--- config.mk ---
export PLATFORM = sky130hd
export DESIGN_NAME = psvm_queue
export DESIGN_NICKNAME = d
export VERILOG_FILES = /design/src/hdl/psvm_pkg.sv /design/src/hdl/psvm_queue.sv
export SDC_FILE = /design/constraint.sdc
export NUM_CORES = 1
export LEC_CHECK = 0
export BUFFER_PORTS_ARGS = -buffer_cell sky130_fd_sc_hd__buf_2
export CAP_MARGIN = 20
export CORE_MARGIN = 5
export CORE_UTILIZATION = 45
export DETAILED_ROUTE_END_ITERATION = 8
export GPL_TIMING_DRIVEN = 0
export MAX_ROUTING_LAYER = met4
export PLACE_DENSITY = 0.66
export SYNTH_ARGS = -nofsm -noshare
export SYNTH_HDL_FRONTEND = slang
export SYNTH_SLANG_ARGS = --single-unit
--- constraint.sdc ---
create_clock -name clk_i -period 10.9 [get_ports clk_i]
set_input_delay 1.09 -clock clk_i [delete_from_list [all_inputs] [get_ports clk_i]]
set_output_delay 1.09 -clock clk_i [all_outputs]
set_load 0.02 [all_outputs]
--- src/hdl/psvm_pkg.sv ---
// ----------------------------------------------------------------------------
// psvm_pkg: shared types and constants of the PCM sample voice mixer
// Sizes, command codes, register numbers and the queued command format.
// ----------------------------------------------------------------------------
package psvm_pkg;

  localparam int VOICES        = 8;
  localparam int STORE_BYTES   = 65536;
  localparam int FRACTION_BITS = 11;

  localparam int ADDR_W   = $clog2(STORE_BYTES);
  localparam int POS_W    = 16 + FRACTION_BITS;
  localparam int VOL_W    = 9;
  localparam int VOL_RST  = 256;

  // transaction kinds
  typedef enum logic [1:0] {
    FUNC_REG  = 2'd0,
    FUNC_RAM  = 2'd1,
    FUNC_TICK = 2'd2,
    FUNC_NONE = 2'd3
  } func_e;

  // chip register numbers
  localparam logic [3:0] REG_ENV     = 4'd0;
  localparam logic [3:0] REG_PAN     = 4'd1;
  localparam logic [3:0] REG_STEP_LO = 4'd2;
  localparam logic [3:0] REG_STEP_HI = 4'd3;
  localparam logic [3:0] REG_LOOP_LO = 4'd4;
  localparam logic [3:0] REG_LOOP_HI = 4'd5;
  localparam logic [3:0] REG_PAGE    = 4'd6;
  localparam logic [3:0] REG_CTRL    = 4'd7;
  localparam logic [3:0] REG_ENABLE  = 4'd8;

  localparam logic [7:0] LOOP_MARK = 8'hFF;

  typedef struct packed {
    func_e              func;
    logic [3:0]         reg_index;
    logic [7:0]         reg_value;
    logic [15:0]        ram_address;
    logic [7:0]         ram_data;
    logic signed [15:0] fm_sample;
    logic signed [15:0] tone_sample;
    logic signed [15:0] cd_left;
    logic signed [15:0] cd_right;
    logic               cd_valid;
  } cmd_t;

  typedef struct packed {
    logic clearing;
  } back_stat_t;

  typedef struct packed {
    logic full;
    logic empty;
  } queue_stat_t;

endpackage

--- src/hdl/psvm_queue.sv ---
// ----------------------------------------------------------------------------
// psvm_queue: two-entry command queue
// Decouples the input stage from the voice engine.
// ----------------------------------------------------------------------------
module psvm_queue (
  input  logic                    clk_i,
  input  logic                    rst_ni,
  input  psvm_pkg::cmd_t          push_cmd_i,
  input  logic                    push_valid_i,
  output logic                    push_ready_o,
  output psvm_pkg::cmd_t          pop_cmd_o,
  output logic                    pop_valid_o,
  input  logic                    pop_ready_i,
  output psvm_pkg::queue_stat_t   stat_o
);
  import psvm_pkg::*;

  cmd_t       slot_q [2];
  logic       wr_ptr_q, rd_ptr_q;
  logic [1:0] count_q;
  logic       push, pop;

  assign push_ready_o = (count_q != 2'd2);
  assign pop_valid_o  = (count_q != 2'd0);
  assign push = push_valid_i && push_ready_o;
  assign pop  = pop_valid_o && pop_ready_i;
  assign pop_cmd_o = slot_q[rd_ptr_q];
  assign stat_o.full  = (count_q == 2'd2);
  assign stat_o.empty = (count_q == 2'd0);

  always_ff @(posedge clk_i or negedge rst_ni) begin
    if (!rst_ni) begin
      wr_ptr_q <= 1'b0;
      rd_ptr_q <= 1'b0;
      count_q  <= 2'd0;
    end else begin
      if (push) wr_ptr_q <= !wr_ptr_q;
      if (pop)  rd_ptr_q <= !rd_ptr_q;
      count_q <= count_q + {1'b0, push} - {1'b0, pop};
    end
  end

  always_ff @(posedge clk_i) begin
    if (push) slot_q[wr_ptr_q] <= push_cmd_i;
  end
endmodule

==> metrics.md <==
| Metric | Value |
|---|---|
| Total gr overflow | 0 |
| Most frequent cells in the layout | 217 x buf_2, 206 x edfxtp_1, 60 x mux2_4 |
| CP max-delay cell | dfrtp_1 |
| # DRC | 0 |
| Status | complete, no violations |
| Crit path cell chain | buf_6 > buf_8 > buf_6 > mux2_4 > buf_2 |
| Final antenna-violating net count | 0 |
| Placer Congestion | 0.778 |
| First-pass GRT wire length | 22400 µm |
| Final-report hold violation count | 0 |
| GR Util met1 | 18.4% |
| Overall die width | 142 µm |
| Ranking of synthesized cells by area | edfxtp_1 78%, mux2_4 11%, mux2_2 6.1%, dfrtp_1 1.3%, buf_6 1.0% |
| Crit path DAT | 1780 ps |
| R2R Path Start | count_q[1]$_DFF_PN0_ |
| Synth-to-layout area growth | 27.9% |
| Crit. Startpoint | rd_ptr_q$_DFFE_PN0P_ |
| Maximum fanout along the worst path | 10 |
| Worst path max stage delay | 340 ps |
| Row count | 48 |
| Initial antenna violation count | 4 |
| Mapped Area | 7890 µm² |
| Ports | 214 |
| Power, Total | 2.93 mW |
| CTS Buf Count | 22 |
| Setup_tns | 0 ps |
| TritonCTS clock tree | yes |
| H-Tree Depth | 1 |
| Largest net degree at the start of global routing | 60 |
| Layout net count | 690 |
| Vias per inst | 4.78 |
| Setup skew after layout | 12.8 ps |
| Vert. Die Dim | 142 µm |
| Post-DP HPWL | 10200 µm |
| Slew headroom | 46.7% |
| CTS clk-pin slew, worst paths | 60 ps |
| Sink Count | 210 |
| Area leader, netlist | edfxtp_1 |
| Share of total power in combinational logic | 35.0% |
| Vias in the first global route | 4286 |
| Worst hold slack | 394 ps |
| Number of max-cap violations | 0 |
| CTS Root Cell | clkbuf_16 |
| Met2 GRT Util | 22.9% |
| DRT Pass-1 Iters | 4 |
| M3 GR Usage | 4.57% |
| Hold Path Class | in2async |
| Seq/Total Area, Yosys | 79.7% |
| Count of different cell masters after synthesis | 17 |
| Worst Setup Path Type | reg2out |
| Reg2reg path depth | 5 |
| Fmax | 348 MHz |
| Leading cell type in the layout, fill and taps excluded | buf_2 |
| Final std cells w/o fill | 825 |
| Wirelength per Cell | 17.8 µm |
| Final wirelength | 14700 µm |
| Flops & latches, synth | 210 |
| I/O Buffers | 213 |
| Top Usage Layer GRT | met2 |
| Synth warn | 0 |
| CP dominant cell by count | buf_6 |
| Tot GR Track Use | 14.5% |
| Die area | 20300 µm² |
| Clk Latency, worst-skew pair | 490 ps |
| Power Density | 290 nW/µm² |
| Hold buffer count at cts | 0 |
| NetSw | 0.904 mW |
| Mapped Cells | 340 |
| Final slew viol count | 0 |
| P_int | 2.02 mW |
| CTS max path bufs | 3 |
| Startpoint Class | flop |
| Leakage | 3.99 nW |
| Post-placement cell count | 782 |
| Period utilization | 26.4% |
| 1st-iter DRT viols | 160 |
| Sequential fraction of design power | 39.1% |
| Core area | 17200 µm² |
| Setup violations, final | 0 |
| Initial Util | 45.8% |
| Net Sw Frac | 30.9% |
| VDD IR-drop max | 0.000256 V |
| Min Tclk post-route | 2870 ps |
| Top cell type's share of synthesized area | 78.4% |
| Worst EP required | 9810 ps |
| Layout cells sized above 1 | 61.1% |
| CP Capture Type | output pin |
| Unrepaired setup endpoints after global routing | no |
| Setup repair bufs after CTS | 0 |
| Mean area per synthesized cell | 23.2 µm² |
| Syn_nets | 449 |
| Clk pwr share | 25.8% |
| Slew at the pin with the worst max-slew slack | 797 ps |
| Vias | 3940 |
| Post-cts resize count | 0 |
[flip-flops by register name, summed over array words and instances, names as in the netlist]
signal / flops
count_q: 2
slot_q: 206
rd_ptr_q: 1
wr_ptr_q: 1
[path summary, 6_finish.rpt]
kind,to,slack [ps]
max,pop_cmd_o[60],8030
min,wr_ptr_q$_DFFE_PN0P_,390
max reg2reg,slot_q[0][33]$_DFFE_PP_,8650
min reg2reg,count_q[1]$_DFF_PN0_,520
max in group asynchronous,rd_ptr_q$_DFFE_PN0P_,10380
min in group clk_i,count_q[1]$_DFF_PN0_,520
[routing by layer]
layer / part of all wire, % / routed length, µm / vias up
met3: 9.9 / 1450 / 27
met2: 47 / 6890 / 185
li1: - / - / 1844
met5: 0 / 0 / -
met4: 2.1 / 314 / 0
met1: 41 / 6010 / 1884
[synth_stat cells]
| cell | number |
|---|---|
| buf_2 | 4 |
| xnor2_1 | 3 |
| and3_1 | 1 |
| mux2_2 | 43 |
| dfrtp_1 | 4 |
| and2_1 | 1 |
| mux2_4 | 60 |
| inv_1 | 3 |
| nor2_1 | 1 |
| nand2b_1 | 1 |
| ha_1 | 2 |
| buf_6 | 7 |
| xor2_1 | 1 |
| buf_8 | 1 |
| edfxtp_1 | 206 |
| nand2_1 | 1 |
| or2_2 | 1 |
[metrics by stage]
step | setup slack [ps] | area, µm² | utilization [%]
2_1_floorplan | 4850 | 7890 | -
3_3_place_gp | 2410 | 9240 | 53.6
3_5_place_dp | 8040 | 9340 | 54.2
4_1_cts | 7970 | 10100 | 58.5
5_1_grt | 7930 | 10100 | 58.5
6_report | 8030 | 10100 | 58.5
[worst max-delay path, delay by kind of cell (launching register included)]
family | cells | cell delay (ps)
buffers and inverters | 4 | 640
flip-flops | 1 | 340
multiplexers | 1 | 320
[layout make-up]
cell class	instances	area (µm²)
repair buffers	217	1150
multi-input cells	115	1490
diodes	4	10.0
clock buffers	28	594
flip-flops and latches	210	6290
inverters	3	11.3
clock inverters	11	149
well taps	225	282
plain buffers	12	114
fillers	1291	7150
[power groups by stage]
stage          combinational [mW]  clock (mW)  sequential (mW)
3_3_place_gp                 1.01           0             1.20
4_1_cts                      1.05       0.777             1.15
5_1_grt                      1.10       0.813             1.16
2_1_floorplan               0.727           0             1.18
6_report                     1.03       0.756             1.15
3_5_place_dp                 1.05           0             1.16
[kinds of logic after synthesis]
group	count (synthesis)	share of synthesized area, %
xor+xnor	4	0.444
fa+ha+maj	2	0.317
buf+inv	15	1.59
flops	210	79.7
mux	103	17.6
simple gates	6	0.412
(Power assumes the default switching activity.)
