## config.mk

```make
export PLATFORM = sky130hd
export DESIGN_NAME = psvm_front_flat
export DESIGN_NICKNAME = d
export VERILOG_FILES = /design/src/hdl/psvm_pkg.sv /design/src/hdl/psvm_in_if.sv /design/src/hdl/psvm_front.sv /design/src/flat_wrapper.sv
export SDC_FILE = /design/constraint.sdc
export NUM_CORES = 1
export LEC_CHECK = 0
export ABC_AREA = 1
export ABC_CLOCK_PERIOD_IN_PS = 4200
export BUFFER_PORTS_ARGS = -buffer_cell sky130_fd_sc_hd__buf_2
export CAP_MARGIN = 20
export CORE_MARGIN = 10
export CORE_UTILIZATION = 35
export CTS_BUF_LIST = sky130_fd_sc_hd__clkbuf_8
export DETAILED_ROUTE_END_ITERATION = 7
export GPL_TIMING_DRIVEN = 0
export PLACE_DENSITY = 0.69
export SLEW_MARGIN = 40
export SYNTH_ARGS = -nofsm -noshare
export SYNTH_HDL_FRONTEND = slang
export SYNTH_SLANG_ARGS = --single-unit
```

## constraint.sdc

```tcl
create_clock -name clk_i -period 4.2 [get_ports clk_i]
set_input_delay 0.42 -clock clk_i [delete_from_list [all_inputs] [get_ports clk_i]]
set_output_delay 0.42 -clock clk_i [all_outputs]
set_load 0.02 [all_outputs]
```

## src/hdl/psvm_pkg.sv

```systemverilog
// ----------------------------------------------------------------------------
// psvm_pkg: shared types and constants of the PCM sample voice mixer
// Sizes, command codes, register numbers and the queued command format.
// ----------------------------------------------------------------------------
package psvm_pkg;

  localparam int VOICES        = 8;
  localparam int STORE_BYTES   = 65536;
  localparam int FRACTION_BITS = 11;

  localparam int ADDR_W   = $clog2(STORE_BYTES);
  localparam int POS_W    = 16 + FRACTION_BITS;
  localparam int VOL_W    = 9;
  localparam int VOL_RST  = 256;

  // transaction kinds
  typedef enum logic [1:0] {
    FUNC_REG  = 2'd0,
    FUNC_RAM  = 2'd1,
    FUNC_TICK = 2'd2,
    FUNC_NONE = 2'd3
  } func_e;

  // chip register numbers
  localparam logic [3:0] REG_ENV     = 4'd0;
  localparam logic [3:0] REG_PAN     = 4'd1;
  localparam logic [3:0] REG_STEP_LO = 4'd2;
  localparam logic [3:0] REG_STEP_HI = 4'd3;
  localparam logic [3:0] REG_LOOP_LO = 4'd4;
  localparam logic [3:0] REG_LOOP_HI = 4'd5;
  localparam logic [3:0] REG_PAGE    = 4'd6;
  localparam logic [3:0] REG_CTRL    = 4'd7;
  localparam logic [3:0] REG_ENABLE  = 4'd8;

  localparam logic [7:0] LOOP_MARK = 8'hFF;

  typedef struct packed {
    func_e              func;
    logic [3:0]         reg_index;
    logic [7:0]         reg_value;
    logic [15:0]        ram_address;
    logic [7:0]         ram_data;
    logic signed [15:0] fm_sample;
    logic signed [15:0] tone_sample;
    logic signed [15:0] cd_left;
    logic signed [15:0] cd_right;
    logic               cd_valid;
  } cmd_t;

  typedef struct packed {
    logic clearing;
  } back_stat_t;

  typedef struct packed {
    logic full;
    logic empty;
  } queue_stat_t;

endpackage

```

## src/hdl/psvm_in_if.sv

```systemverilog
// ----------------------------------------------------------------------------
// psvm_in_if: input channel of the mixer
// Valid/ready channel carrying one command transaction.
// ----------------------------------------------------------------------------
interface psvm_in_if;
  logic               valid;
  logic               ready;
  logic [1:0]         func;
  logic [3:0]         reg_index;
  logic [7:0]         reg_value;
  logic [15:0]        ram_address;
  logic [7:0]         ram_data;
  logic signed [15:0] fm_sample;
  logic signed [15:0] tone_sample;
  logic signed [15:0] cd_left;
  logic signed [15:0] cd_right;
  logic               cd_valid;

  modport source (output valid, func, reg_index, reg_value, ram_address, ram_data,
                  fm_sample, tone_sample, cd_left, cd_right, cd_valid, input ready);
  modport sink (input valid, func, reg_index, reg_value, ram_address, ram_data,
                fm_sample, tone_sample, cd_left, cd_right, cd_valid, output ready);
endinterface

```

## src/hdl/psvm_front.sv

```systemverilog
// ----------------------------------------------------------------------------
// psvm_front: input stage
// Accepts transactions, drops unused codes and registers a command for the queue.
// ----------------------------------------------------------------------------
module psvm_front (
  input  logic                   clk_i,
  input  logic                   rst_ni,
  psvm_in_if.sink                in_i,
  input  psvm_pkg::back_stat_t   stat_i,
  output psvm_pkg::cmd_t         cmd_o,
  output logic                   cmd_valid_o,
  input  logic                   cmd_ready_i
);
  import psvm_pkg::*;

  logic vld_q;
  cmd_t cmd_q;
  logic accept;

  // stage is free when empty or draining this cycle; closed during store clear
  assign in_i.ready = !stat_i.clearing && (!vld_q || cmd_ready_i);
  assign accept     = in_i.valid && in_i.ready;

  always_ff @(posedge clk_i or negedge rst_ni) begin
    if (!rst_ni) begin
      vld_q <= 1'b0;
    end else if (accept) begin
      vld_q <= (func_e'(in_i.func) != FUNC_NONE);
    end else if (cmd_ready_i) begin
      vld_q <= 1'b0;
    end
  end

  // payload capture
  always_ff @(posedge clk_i) begin
    if (accept) begin
      cmd_q.func        <= func_e'(in_i.func);
      cmd_q.reg_index   <= in_i.reg_index;
      cmd_q.reg_value   <= in_i.reg_value;
      cmd_q.ram_address <= in_i.ram_address;
      cmd_q.ram_data    <= in_i.ram_data;
      cmd_q.fm_sample   <= in_i.fm_sample;
      cmd_q.tone_sample <= in_i.tone_sample;
      cmd_q.cd_left     <= in_i.cd_left;
      cmd_q.cd_right    <= in_i.cd_right;
      cmd_q.cd_valid    <= in_i.cd_valid;
    end
  end

  assign cmd_o       = cmd_q;
  assign cmd_valid_o = vld_q;
endmodule

```

## src/flat_wrapper.sv

```systemverilog
// flat-port wrapper written by rule: the top's interface ports become plain ports
module psvm_front_flat import psvm_pkg::*;
  (clk_i, rst_ni, stat_i, cmd_o, cmd_valid_o, cmd_ready_i, in_i_valid, in_i_func, in_i_reg_index, in_i_reg_value, in_i_ram_address, in_i_ram_data, in_i_fm_sample, in_i_tone_sample, in_i_cd_left, in_i_cd_right, in_i_cd_valid, in_i_ready);
  psvm_in_if in_i_i ();
  input  logic clk_i;
  input  logic rst_ni;
  input  psvm_pkg::back_stat_t stat_i;
  output psvm_pkg::cmd_t cmd_o;
  output logic cmd_valid_o;
  input  logic cmd_ready_i;
  input wire logic [$bits(in_i_i.valid)-1:0] in_i_valid;
  input wire logic [$bits(in_i_i.func)-1:0] in_i_func;
  input wire logic [$bits(in_i_i.reg_index)-1:0] in_i_reg_index;
  input wire logic [$bits(in_i_i.reg_value)-1:0] in_i_reg_value;
  input wire logic [$bits(in_i_i.ram_address)-1:0] in_i_ram_address;
  input wire logic [$bits(in_i_i.ram_data)-1:0] in_i_ram_data;
  input wire logic [$bits(in_i_i.fm_sample)-1:0] in_i_fm_sample;
  input wire logic [$bits(in_i_i.tone_sample)-1:0] in_i_tone_sample;
  input wire logic [$bits(in_i_i.cd_left)-1:0] in_i_cd_left;
  input wire logic [$bits(in_i_i.cd_right)-1:0] in_i_cd_right;
  input wire logic [$bits(in_i_i.cd_valid)-1:0] in_i_cd_valid;
  output wire logic [$bits(in_i_i.ready)-1:0] in_i_ready;
  assign in_i_i.valid = in_i_valid;
  assign in_i_i.func = in_i_func;
  assign in_i_i.reg_index = in_i_reg_index;
  assign in_i_i.reg_value = in_i_reg_value;
  assign in_i_i.ram_address = in_i_ram_address;
  assign in_i_i.ram_data = in_i_ram_data;
  assign in_i_i.fm_sample = in_i_fm_sample;
  assign in_i_i.tone_sample = in_i_tone_sample;
  assign in_i_i.cd_left = in_i_cd_left;
  assign in_i_i.cd_right = in_i_cd_right;
  assign in_i_i.cd_valid = in_i_cd_valid;
  assign in_i_ready = in_i_i.ready;
  psvm_front u_core (.clk_i(clk_i), .rst_ni(rst_ni), .in_i(in_i_i), .stat_i(stat_i), .cmd_o(cmd_o), .cmd_valid_o(cmd_valid_o), .cmd_ready_i(cmd_ready_i));
endmodule
```

==> results.txt, run 1 <==
The number of endpoints with negative hold slack in the final report was 0. Counting cells, the worst reg-to-reg path comes to 4. The delay contributed by the slowest stage of the critical path is 0.47 ns. The placement row count came out at 34. The number of buffers inserted during clock tree synthesis came out at 9. The net count after synthesis came out at 220. The overall global routing resource usage is 0.120.

STA classifies the critical path endpoint as a flop. For this run, the share of the core covered by cells in the final layout is 0.525. The leakage component of the power is 1.96 nW. The critical path goes through nand2_2, and3_4, buf_12, buf_12.

The highest clock rate came out at 547 MHz. The final-layout worst hold slack is 0.234 ns. The relative slew slack came out at 0.704. The initial antenna violation count is 2. Between clock sinks in the finished design, the worst skew comes to 0.0103 ns. The count of final max-slew check failures is 0. The post-detailed-route via-to-cell ratio came out at 4.27. The maximum fanout encountered on the critical timing path is 39. The first global-routing pass estimated 12.1 mm of wire.

The number of global-route vias before repair is 2181. The run finished with clean final reports. In this run the critical register-to-register path is captured at u_core.cmd_o[45]$_DFFE_PP_. Summed over all nets, the half-perimeter wirelength after detailed placement is 7.01 mm.

In this run, placement finished with an instance count of 434. The buffer levels on the longest clock path is 2. The share of the cycle needed by the critical path after routing is 0.435.

The number of violations of the max-capacitance limit came out at 0. The number of register bits inferred by synthesis is 104. The clock tree from TritonCTS is yes.

For this configuration, the core starts out at a cell density of 0.360. Of the cells placed in the final design, the portion with a size suffix greater than 1 is 0.670. The slew at the pin closest to its max-slew limit is 0.444 ns. Before antenna repair, the detailed router went through 4 iterations. The average detailed-routed wire length per instance is 18.9 um.

The critical path is of the flop to flop type. The DRC violation total after the first TritonRoute iteration is 48. The area growth from synthesis to layout is 45.6%. For this design, the slowest cell found on the critical path is sky130_fd_sc_hd__and3_4. The largest net degree at the start of global routing is 40. The reg-to-reg setup timing slack is 2.37 ns. The total standard cell area after synthesis is 3160 um2. Counting stages on the worst path, the most repeated cell is sky130_fd_sc_hd__buf_12. The residual DRC count is 0. The min-delay analysis places its worst path in the category input pin to flop. The final estimated routing congestion in global placement is 0.687. The reg-to-reg critical path startpoint is u_core.cmd_valid_o$_DFFE_PN0P_. The path with the worst hold slack has its endpoint at u_core.cmd_o[89]$_DFFE_PP_. The final antenna-violating net count came out at 0. Data on the critical path arrives at its endpoint at 1.87 ns. The number of distinct library cell variants in the gate-level netlist after synthesis is 8.

The library cells used most frequently in the layout, excluding fill and tap cells, are sky130_fd_sc_hd__buf_2 (212), sky130_fd_sc_hd__edfxtp_1 (103), sky130_fd_sc_hd__clkbuf_8 (9). The root buffer cell chosen for the clock tree is sky130_fd_sc_hd__clkbuf_8. The smallest setup slack after layout came out at 2.37 ns. The total die area came out at 13200 um2.

The pre-CTS setup slack is 2.22 ns. The number of clock sinks is 104. The filler cell count came out at 727. The number of setup buffers added after CTS came out at 0.

The final period demand of the worst path came out at 1.83 ns. The synthesized netlist cell count came out at 112. For this run, the register share of the synthesized area comes to 0.988. The startpoint identified for the worst hold timing path is in_i_reg_value[0]. In this run the number of H-tree levels came out at 3.

Measured along the x axis, the die boundary spans 115 um. Setup repair after global routing left no endpoint under its margin. The post-layout instance count excluding filler cells came out at 451. After floorplanning, the core was sized to cover 8760 um2. The final routed wirelength across all metal layers is 8.52 mm. The die extent in y is 115 um. At the worst endpoint, the required time is 4.25 ns. The total of endpoints with negative setup slack in the final report came out at 0. The count of yosys warnings during synthesis is 0. The maximum VDD drop came out at 186 uV. The library cell used most frequently in the layout, excluding fill and tap cells, is sky130_fd_sc_hd__buf_2.

The number of stages on the worst hold path is 1. The setup TNS is 0 ns. The number of primary I/O pins came out at 213. Power spread over the standard cell area amounts to 431 nW/um2. The count of buffers added on input and output ports is 212. After clock tree synthesis, the clock-pin slew on the worst setup and hold paths is 0.10 ns.

After synthesis, the mean cell area works out to 28.2 um2. The clock insertion delay at the later pin of the skew report is 0.35 ns. The total overflow left after global routing is 0. The worst setup path is launched from a flop.

At the end of the flow, the number of nets in the layout was 446. The routed layout has 1927 vias.
==> Yosys cell counts, drive strengths merged <==
| master | instances | share of area |
|---|---|---|
| edfxtp | 103 | 0.98 |
| nand2 | 3 | 0.0044 |
| inv | 2 | 0.0024 |
| a21oi | 1 | 0.0016 |
| and3 | 1 | 0.0020 |
| dfrtp | 1 | 0.0079 |
| nand4 | 1 | 0.0020 |
==> worst max-delay path by stage <==
stage	start	end	slack, ns	cells past startpoint
finish	u_core.cmd_valid_o$_DFFE_PN0P_	u_core.cmd_o[45]$_DFFE_PP_	2.37	4
global placement	cmd_ready_i	u_core.cmd_o[10]$_DFFE_PP_	-0.05	4
detailed placement	cmd_ready_i	u_core.cmd_o[10]$_DFFE_PP_	2.22	6
floorplan	u_core.cmd_valid_o$_DFFE_PN0P_	u_core.cmd_o[0]$_DFFE_PP_	0.73	2
global route	u_core.cmd_valid_o$_DFFE_PN0P_	u_core.cmd_o[93]$_DFFE_PP_	2.26	4
CTS	u_core.cmd_valid_o$_DFFE_PN0P_	u_core.cmd_o[90]$_DFFE_PP_	2.35	4
==> per-layer routing <==
metal	routed length, um	track usage
met2	4190	0.197
met4	50	0.0371
met1	2910	0.116
met3	1370	0.0891
met5	0	0
==> kinds of logic after synthesis <==
logic type / after synthesis / share of synthesized area
simple gates: 5 / 0.00833
compound gates: 1 / 0.00158
flops: 104 / 0.988
buf+inv: 2 / 0.00238
==> area by class of cell <==
type,count,area [um2],area share
sequential,104,3120,0.678
timing repair buffer,215,1110,0.242
tap,108,135,0.0294
clock buffer,9,124,0.0269
clock inverter,6,62.6,0.0136
multi-input combinational,6,36.3,0.00789
inverter,2,7.51,0.00163
antenna,1,2.50,0.000544
==> through the flow <==
stage / area (um2) / power (mW)
floorplan: 3160 / 1.32
global placement: 4350 / 1.41
detailed placement: 4400 / 1.42
CTS: 4590 / 2.01
global route: 4600 / 2.06
finish: 4600 / 1.98
==> worst max-delay path: cells and delay by family, from the launching register on <==
family / cells / cell delay (ns)
DFF: 1 / 0.42
buffers and inverters: 2 / 0.52
and+or+nand+nor: 2 / 0.56
==> where the power goes <==
part | switching [mW] | internal (mW) | leakage [nW]
Combinational | 0.114 | 0.0695 | 0.884
Sequential | 0.0103 | 1.20 | 0.974
Clock | 0.318 | 0.272 | 0.0983
Total | 0.442 | 1.54 | 1.96
==> sequential cells by signal, summed over array words and instances (netlist names) <==
register and flops:
u_core.cmd_o 103, u_core.cmd_valid_o 1
==> what timing repair did <==
item,in CTS,in global routing
setup endpoints to repair,0,0
hold endpoints to repair,1,0
resized for setup,0,0
hold buffers,1,0
(Power assumes the default switching activity.)
==> run 2, diff against run 1 <==
--- a/config.mk
+++ b/config.mk
@@ -6,7 +6,7 @@
 export NUM_CORES = 1
 export LEC_CHECK = 0
 export ABC_AREA = 1
-export ABC_CLOCK_PERIOD_IN_PS = 4200
+export ABC_CLOCK_PERIOD_IN_PS = 1500
 export BUFFER_PORTS_ARGS = -buffer_cell sky130_fd_sc_hd__buf_2
 export CAP_MARGIN = 20
 export CORE_MARGIN = 10
@@ -14,7 +14,7 @@
 export CTS_BUF_LIST = sky130_fd_sc_hd__clkbuf_8
 export DETAILED_ROUTE_END_ITERATION = 7
 export GPL_TIMING_DRIVEN = 0
-export PLACE_DENSITY = 0.69
+export PLACE_DENSITY = 0.72
 export SLEW_MARGIN = 40
 export SYNTH_ARGS = -nofsm -noshare
 export SYNTH_HDL_FRONTEND = slang
==> constraint.sdc (replaced) <==
create_clock -name clk_i -period 1.5 [get_ports clk_i]
set_input_delay 0.15 -clock clk_i [delete_from_list [all_inputs] [get_ports clk_i]]
set_output_delay 0.15 -clock clk_i [all_outputs]
set_load 0.02 [all_outputs]
==> results.txt, run 2 <==
For this run, the leading register cell type out of synthesis is sky130_fd_sc_hd__edfxtp_1. The number of primary I/O pins came to 213 (unchanged). The dominant combinational cell family by area after synthesis is simple AND/OR/NAND/NOR gates. The arithmetic-cell share of the synthesized area counting full adders, half adders and majority gates came to 0 (unchanged).

Clock tree synthesis selected as its root buffer the cell sky130_fd_sc_hd__clkbuf_8. The number of cells upsized or downsized after cts came out at 0 (unchanged). The average cell area after synthesis came out at 28.2 um2 (unchanged). Counting instances in the post-synthesis netlist gives the leading cell types as sky130_fd_sc_hd__edfxtp_1 (103), sky130_fd_sc_hd__inv_1 (2), sky130_fd_sc_hd__nand2_1 (2). The total half-perimeter wirelength after legalization and detailed placement is 6.91 mm (-1.4%). The share of synthesized area occupied by flip-flops and latches came to 0.988 (unchanged). The xor-xnor portion of the synthesized cell area came out at 0 (unchanged). The synthesized netlist cell count came out at 112 (unchanged). The flow did not finish. The tool reported: "[ERROR RSZ-0060] Max buffer count reached". The total standard cell area after synthesis is 3160 um2 (unchanged). The number of hold buffers added after cts came out at 101 (+100). The net count after synthesis was 220 (unchanged). The post-synthesis compound-gate area fraction is 0.00159 (unchanged). The number of distinct library cell variants in the gate-level netlist after synthesis was 8 (unchanged). The number of buffers inserted during clock tree synthesis came out at 9 (unchanged). The post-synthesis mux area share is 0 (unchanged). The number of synthesized flops with an enable pin came out at 103 (unchanged). The stopping stage is clock tree synthesis (4_1_cts). The synthesized-area fraction occupied by and/or/nand/nor cells came out at 0.00832 (unchanged). The number of setup buffers added after CTS is 2 (+2). The placed standard-cell area is 4400 um2 (about the same). sky130_fd_sc_hd__edfxtp_1 takes more of the synthesized area than any other cell.

The count of yosys warnings during synthesis came to 0 (unchanged). The area share of the leading cell type in the synthesized netlist came out at 0.980 (unchanged). The number of clock sinks was 104 (unchanged). The fraction of synthesis flops using an asynchronous set or reset pin was 0.00962 (unchanged). The number of register bits inferred by synthesis came to 104 (unchanged). The initial standard-cell utilization of the core came to 0.360 (unchanged). The final estimated routing congestion in global placement came out at 0.746 (+8.5%). The level count of the clock H-tree is 3 (unchanged). The number of port buffers came out at 212 (unchanged). The buffer levels on the longest clock path was 2 (unchanged). The die outline width came out at 115 um (unchanged). The placement row count came out at 34 (unchanged).

The die extent in y came to 115 um (unchanged). Among all cell types in the netlist, the one instantiated most often is sky130_fd_sc_hd__edfxtp_1. Yosys attributes the largest share of cell area to sky130_fd_sc_hd__edfxtp_1 (98%), sky130_fd_sc_hd__dfrtp_1 (0.79%), sky130_fd_sc_hd__inv_1 (0.24%), sky130_fd_sc_hd__nand2_1 (0.24%), sky130_fd_sc_hd__and3_1 (0.20%).
[run 2: per-stage QoR]
stage	setup TNS (ns)	std cells	setup WS (ns)
detailed placement	-0.372	434	-0.0108
global placement	-45.17	432	-0.444
floorplan	-28.48	112	-0.277
[run 2: cell families after synthesis]
kind of cell	after synthesis
buf+inv	2
simple gates	5
flops	104
compound gates	1
==> run 3, diff against run 2 <==
--- a/config.mk
+++ b/config.mk
@@ -6,15 +6,14 @@
 export NUM_CORES = 1
 export LEC_CHECK = 0
 export ABC_AREA = 1
-export ABC_CLOCK_PERIOD_IN_PS = 1500
+export ABC_CLOCK_PERIOD_IN_PS = 2000
 export BUFFER_PORTS_ARGS = -buffer_cell sky130_fd_sc_hd__buf_2
 export CAP_MARGIN = 20
 export CORE_MARGIN = 10
-export CORE_UTILIZATION = 35
-export CTS_BUF_LIST = sky130_fd_sc_hd__clkbuf_8
+export CORE_UTILIZATION = 20
 export DETAILED_ROUTE_END_ITERATION = 7
 export GPL_TIMING_DRIVEN = 0
-export PLACE_DENSITY = 0.72
+export PLACE_DENSITY_LB_ADDON = 0.15
 export SLEW_MARGIN = 40
 export SYNTH_ARGS = -nofsm -noshare
 export SYNTH_HDL_FRONTEND = slang
==> constraint.sdc (replaced) <==
create_clock -name clk_i -period 2 [get_ports clk_i]
set_input_delay 0.2 -clock clk_i [delete_from_list [all_inputs] [get_ports clk_i]]
set_output_delay 0.2 -clock clk_i [all_outputs]
set_load 0.02 [all_outputs]
==> results.txt, run 3 (same netlist as run 1, synthesis figures left out) <==
The flow ran to the end, and the final reports show no timing, DRC or antenna violations. Global routing finished with a remaining overflow of 0. The data arrival time of the critical path came out at 1.82 ns. On the critical path, the stage with the largest delay is an instance of sky130_fd_sc_hd__and3_4.

The delay contributed by the slowest stage of the critical path is 0.42 ns. The die covers 21200 um2. In this run the power density over the cells is 987 nW/um2.

In the layout the commonest cells are sky130_fd_sc_hd__buf_2 (212), sky130_fd_sc_hd__edfxtp_1 (103), sky130_fd_sc_hd__clkbuf_16 (9). The first global-routing pass estimated 13.8 mm of wire. The first detailed-routing pass ran for 4 iterations. Measured on the finished design, the core utilization comes to 0.317. The cell at the root of the clock tree is sky130_fd_sc_hd__clkbuf_16. For this block, the initial DRC count from the detailed router was 89.

The number of violations of the max-capacitance limit came out at 0. The initial antenna violation count came to 1. The die extent in y was 146 um (+27%).

The register with the most flip-flops in the layout has 103 of them. The final-layout worst hold slack came out at 0.0278 ns. Of the total power, the clock network draws 0.390. The number of endpoints with negative hold slack in the final report is 0.

Across the VDD grid, the largest voltage drop is 325 uV. The relative slew slack came out at 0.752. After detailed routing, the number of remaining DRC violations is 0. The share of the cycle needed by the critical path after routing came out at 0.896. The cell total after placement is 537 (+24%).

The combinational group share of total power is 0.081. The placement row count is 45 (+32%). The initial standard-cell utilization of the core is 0.206 (-0.154). The placed standard-cell area came out at 4530 um2 (+2.9%). The type of the tightest min-delay check is input pin to flop.

The clock insertion delay at the later pin of the skew report is 0.34 ns. The required arrival time at the worst endpoint is 2.03 ns. The final estimated routing congestion in global placement was 0.716 (-3.9%).

The most frequent standard cell in the layout excluding fill and tap cells is sky130_fd_sc_hd__buf_2. The core outline area is 15300 um2. After detailed routing, the average wire length per cell comes to 17.2 um. The pre-CTS setup slack came out at 0.144 ns (+0.155 ns). The proportion of layout cells with a drive suffix above 1 came out at 0.675. In this run the power spent charging and discharging nets is 1.04 mW. The number of clock sinks is 104 (unchanged).

The number of primary I/O pins came out at 213 (unchanged). The number of buffers inserted during clock tree synthesis is 9 (unchanged). The buffer levels on the longest clock path came out at 2 (unchanged). The slew at the pin closest to its max-slew limit came out at 0.371 ns. The area growth from synthesis to layout is 53.9%.

The setup TNS is 0 ns. The die outline width is 146 um (+27%). The post-layout instance count excluding filler cells is 554. Summing all non-filler instances in the final layout gives an area of 4860 um2. The via total after detailed routing is 1976. The largest net degree at the start of global routing came out at 41. The worst setup path is launched from a flop.

Counting the fill cells in the layout gives 1578. The level count of the clock H-tree is 3 (unchanged). The cell family contributing the most delay on the critical path is buffers and inverters.

The layout net count came out at 446. The number of global-route vias before repair is 2189. In this run the remaining antenna-violating nets after routing total 0. The maximum fanout encountered on the critical timing path came out at 40. Setup repair after global routing left no endpoint under its margin. The completed layout was analyzed and its total power is 4.79 mW.

Of the total power, the share spent switching nets is 0.216. The post-detailed-route via-to-cell ratio came out at 3.57. The post-CTS clock slew at the launch and capture registers of the worst setup and hold paths came out at 0.07 ns. The kind of critical path is flop to flop.

The cell that appears most often on the critical path is sky130_fd_sc_hd__buf_12. The sequential power share is 0.529. Walking the worst path, the cells encountered are nand2_2, and3_4, buf_12, buf_12. The total internal power came out at 3.76 mW. The final routed wirelength across all metal layers is 9.53 mm. TritonCTS built the clock tree. The leakage component of the power is 2.01 nW. The smallest setup slack after layout came out at 0.208 ns.

The number of port buffers came to 212 (unchanged). The total of endpoints with negative setup slack in the final report came out at 0. The highest clock rate is 558 MHz. The buffering stage count on the worst path with inverters included came out at 2. The final period demand of the worst path is 1.79 ns.

The endpoint class of the critical path is a flop. The count of final max-slew check failures is 0. The total half-perimeter wirelength after legalization and detailed placement came out at 7.64 mm (+11%). Across every metal layer, demand over resource in global routing totals 0.0877. The number of setup buffers added after CTS is 0 (-2).

The worst clock skew is 0.00383 ns.
-- run 3: repair_timing --
item / CTS / global route
hold endpoints to repair: 1 / 0
gates resized for setup: 0 / 0
hold buffers: 1 / 0
-- run 3: layer usage --
layer,routed length [um],global-route usage,vias to the layer above,part of all wire
li1,-,-,908,-
met1,3740,0.0899,934,0.39
met2,4710,0.145,120,0.49
met3,898,0.0459,12,0.094
met4,178,0.0425,2,0.019
met5,7,0,-,0.00073
-- run 3: final cells by class --
cell class	instances	area, um2	share of cell area
flip-flops and latches	104	3120	0.642
clock buffers	9	225	0.0464
repair buffers	215	1110	0.229
multi-input cells	6	36.3	0.00747
diodes	1	2.50	0.000515
well taps	211	264	0.0543
inverters	2	7.51	0.00155
clock inverters	6	93.8	0.0193
-- run 3: power groups by stage --
stage	Sequential (mW)	Combinational [mW]	Clock, mW
finish	2.53	0.388	1.87
global route	2.54	0.421	2.04
floorplan	2.71	0.0425	0
global placement	2.59	0.382	0
detailed placement	2.58	0.399	0
CTS	2.54	0.400	1.96
-- run 3: path summary, 6_finish.rpt --
path	slack (ns)	startpoint	cells after the start	end
setup / recovery	0.21	u_core.cmd_valid_o$_DFFE_PN0P_	4	u_core.cmd_o[6]$_DFFE_PP_
hold reg to reg	0.55	u_core.cmd_valid_o$_DFFE_PN0P_	2	u_core.cmd_valid_o$_DFFE_PN0P_
max in group asynchronous	1.76	rst_ni	2	u_core.cmd_valid_o$_DFFE_PN0P_
min in group asynchronous	0.16	rst_ni	2	u_core.cmd_valid_o$_DFFE_PN0P_
hold / removal	0.03	in_i_cd_right[9]	1	u_core.cmd_o[10]$_DFFE_PP_
setup reg to reg	0.21	u_core.cmd_valid_o$_DFFE_PN0P_	4	u_core.cmd_o[6]$_DFFE_PP_
-- run 3: worst reg2reg max path, delay by kind of cell, from the launching register on --
kind	cells	cell delay, ns
AND/OR/NAND/NOR	2	0.51
flip-flops	1	0.40
buffers and inverters	2	0.55
==> run 4, diff against run 3 <==
--- a/config.mk
+++ b/config.mk
@@ -9,12 +9,12 @@
 export ABC_CLOCK_PERIOD_IN_PS = 2000
 export BUFFER_PORTS_ARGS = -buffer_cell sky130_fd_sc_hd__buf_2
 export CAP_MARGIN = 20
-export CORE_MARGIN = 10
+export CORE_MARGIN = 1.5
 export CORE_UTILIZATION = 20
 export DETAILED_ROUTE_END_ITERATION = 7
 export GPL_TIMING_DRIVEN = 0
 export PLACE_DENSITY_LB_ADDON = 0.15
-export SLEW_MARGIN = 40
+export SLEW_MARGIN = 20
 export SYNTH_ARGS = -nofsm -noshare
 export SYNTH_HDL_FRONTEND = slang
 export SYNTH_SLANG_ARGS = --single-unit
==> constraint.sdc (replaced) <==
create_clock -name clk_i -period 2 [get_ports clk_i]
set_input_delay 0.2 -clock clk_i [delete_from_list [all_inputs] [get_ports clk_i]]
set_output_delay 0.2 -clock clk_i [all_outputs]
set_load 0.01 [all_outputs]
==> results.txt, run 4 (same netlist as run 1, synthesis figures left out) <==
The global-route wire length before repair is 10.6 mm (-23%). Setup repair after global routing left no endpoint under its margin. The final antenna-violating net count came out at 0 (unchanged). The die outline width is 129 um (-12%). The data arrival time of the critical path is 1.84 ns (+0.02 ns). The total power came out at 4.50 mW (-6.2%). The smallest setup slack after layout is 0.187 ns (-0.0213 ns). The post-detailed-route via-to-cell ratio is 3.47 (-2.7%). The level count of the clock H-tree came out at 3 (unchanged). The tightest min-delay check is of the input pin to flop type.

The core outline area was 15300 um2 (unchanged). The count of final max-slew check failures came out at 0 (unchanged). The residual DRC count is 0 (unchanged). The total die area came out at 16500 um2 (-22%). The via total after detailed routing was 1929 (-2.4%). The utilization after layout came out at 0.315 (-0.00261). The clock insertion delay at the later pin of the skew report came out at 0.34 ns (about the same). The filler cell count is 1574 (-0.25%).

The number of global-route vias before repair is 2055 (-6.1%). The final cell area excluding filler cells came out at 4820 um2 (-0.82%). The number of cells on the worst reg-to-reg path came to 4 (unchanged). The DRC violation total after the first TritonRoute iteration is 57 (-36%).

The first-pass iteration count of the detailed router was 4 (unchanged). The number of endpoints with negative hold slack in the final report is 0 (unchanged). The final-layout worst hold slack came to 0.0265 ns (-0.00128 ns). The post-CTS clock slew at the launch and capture registers of the worst setup and hold paths came to 0.07 ns (about the same). The total half-perimeter wirelength after legalization and detailed placement was 5.73 mm (-25%).

The total of endpoints with negative setup slack in the final report came out at 0 (unchanged). The placed standard-cell area came out at 4530 um2 (unchanged). The number of buffers inserted during clock tree synthesis is 9 (unchanged). The final global-route overflow total was 0 (unchanged). The pre-CTS setup slack came out at 0.160 ns (+0.0162 ns). The slew at the pin closest to its max-slew limit is 0.329 ns (-0.0425 ns).

The required arrival time at the worst endpoint is 2.03 ns (about the same). The flip-flop and latch area came out at 3120 um2 (unchanged). The maximum fanout encountered on the critical timing path came to 44 (+10%).

STA classifies the critical path endpoint as a flop. The area of the multi-input gates came out at 36.3 um2 (unchanged). The number of hold buffers added after cts came to 1 (unchanged). The number of primary I/O pins came out at 213 (unchanged). The number of flip-flops under the largest register name was 103 (unchanged).

The library cell used most frequently in the layout, excluding fill and tap cells, is sky130_fd_sc_hd__buf_2. In this run the clock root is driven by a sky130_fd_sc_hd__clkbuf_16. The worst clock skew came out at 0.00501 ns (+0.00118 ns). The proportion of layout cells with a drive suffix above 1 came to 0.673 (-0.00197). The number of cells upsized or downsized after cts came out at 0 (unchanged). The share of the cycle needed by the critical path after routing is 0.907 (+0.0106). The overall global routing resource usage is 0.0901 (+0.00236). The number of clock sinks came out at 104 (unchanged). The worst setup path is launched from a flop. The initial standard-cell utilization of the core was 0.206 (unchanged). The number of stages on the worst hold path is 1 (unchanged). The flow ran to the end, and the final reports show no timing, DRC or antenna violations. The library cells used most frequently in the layout, excluding fill and tap cells, are sky130_fd_sc_hd__buf_2 (212), sky130_fd_sc_hd__edfxtp_1 (103), sky130_fd_sc_hd__clkbuf_16 (9). The final period demand of the worst path came to 1.81 ns (+0.0213 ns). The highest clock rate came to 552 MHz (-1.2%). The area growth from synthesis to layout is 52.6%.

The largest net degree at the start of global routing came out at 45 (+9.8%). The average detailed-routed wire length per instance was 13.6 um (-21%). The initial antenna violation count was 0 (-1). The die extent in y was 129 um (-12%). The number of violations of the max-capacitance limit is 0 (unchanged). The final estimated routing congestion in global placement came out at 0.716 (-0.11%). The reg-to-reg critical path startpoint is u_core.cmd_valid_o$_DFFE_PN0P_. The relative slew slack was 0.781 (+0.0283).

The most critical setup path has its startpoint at u_core.cmd_valid_o$_DFFE_PN0P_. The worst reg2reg path endpoint is u_core.cmd_o[95]$_DFFE_PP_. The end point of the critical path is u_core.cmd_o[95]$_DFFE_PP_. The clock tree from TritonCTS is yes. The layout net count was 446 (unchanged). The maximum VDD drop came out at 414 uV (+27%). The final routed wirelength across all metal layers is 7.55 mm (-21%). The number of port buffers was 212 (unchanged).

The leakage component of the power came out at 1.99 nW (-0.87%). The total power divided by cell area was 933 nW/um2 (-5.4%). The number of setup buffers added after CTS came to 0 (unchanged). The placement row count was 45 (unchanged). The critical path in this run is classified as flop to flop. The reg-to-reg setup timing slack is 0.19 ns (-0.02 ns). The buffer levels on the longest clock path was 2 (unchanged).
==> run 4: cell count changes in the layout (fill, tap and decap cells not counted) <==
cell | before | now
sky130_fd_sc_hd__inv_6 | 1 | 4
sky130_fd_sc_hd__bufinv_16 | 2 | 0
sky130_fd_sc_hd__clkinv_4 | 2 | 0
sky130_fd_sc_hd__clkinv_1 | 0 | 1
sky130_fd_sc_hd__clkinv_2 | 0 | 1
sky130_fd_sc_hd__diode_2 | 1 | 2
==> run 4: critical path, stage by stage (launching register included) <==
cell	delay (ns)
sky130_fd_sc_hd__dfrtp_1	0.41
sky130_fd_sc_hd__nand2_2	0.10
sky130_fd_sc_hd__and3_4	0.40
sky130_fd_sc_hd__buf_12	0.27
sky130_fd_sc_hd__buf_12	0.27
==> run 4: metrics by stage <==
step,TNS (ns),instances
final,0,556
after global routing,0,554
after floorplan,0,112
after global placement,-4.10,535
after detailed placement,0,537
after CTS,0,554
==> run 4: per-layer routing <==
metal / vias to the layer above / GRT usage / share of wire
met3: 6 / 0.0644 / 0.13
li1: 903 / - / -
met4: 0 / 0.0430 / 0.015
met1: 903 / 0.0910 / 0.37
met2: 117 / 0.141 / 0.48
met5: - / 0 / 0
==> run 4: area by class of cell <==
type,instances,share of cell area
Inverter,2,0.00156
Timing Repair Buffer,215,0.231
Clock buffer,9,0.0467
Clock inverter,7,0.0106
Tap cell,211,0.0548
Sequential cell,104,0.647
Multi-Input combinational cell,6,0.00753
Antenna cell,2,0.00104
==> run 4: how the worst min path moves through the flow <==
| stage | from | endpoint | slack, ns |
|---|---|---|---|
| after global placement | rst_ni | u_core.cmd_valid_o$_DFFE_PN0P_ | -0.02 |
| after global routing | in_i_cd_right[3] | u_core.cmd_o[4]$_DFFE_PP_ | 0.001 |
| after detailed placement | rst_ni | u_core.cmd_valid_o$_DFFE_PN0P_ | -0.02 |
| after floorplan | rst_ni | u_core.cmd_valid_o$_DFFE_PN0P_ | -0.1 |
| final | in_i_fm_sample[1] | u_core.cmd_o[50]$_DFFE_PP_ | 0.03 |
| after CTS | in_i_cd_right[3] | u_core.cmd_o[4]$_DFFE_PP_ | 0.003 |
==> run 4: power breakdown <==
part	leakage, nW	switching [mW]	total (mW)	internal, mW
Combinational	0.884	0.165	0.310	0.145
Clock	0.135	0.794	1.65	0.856
Sequential	0.974	0.0229	2.54	2.51
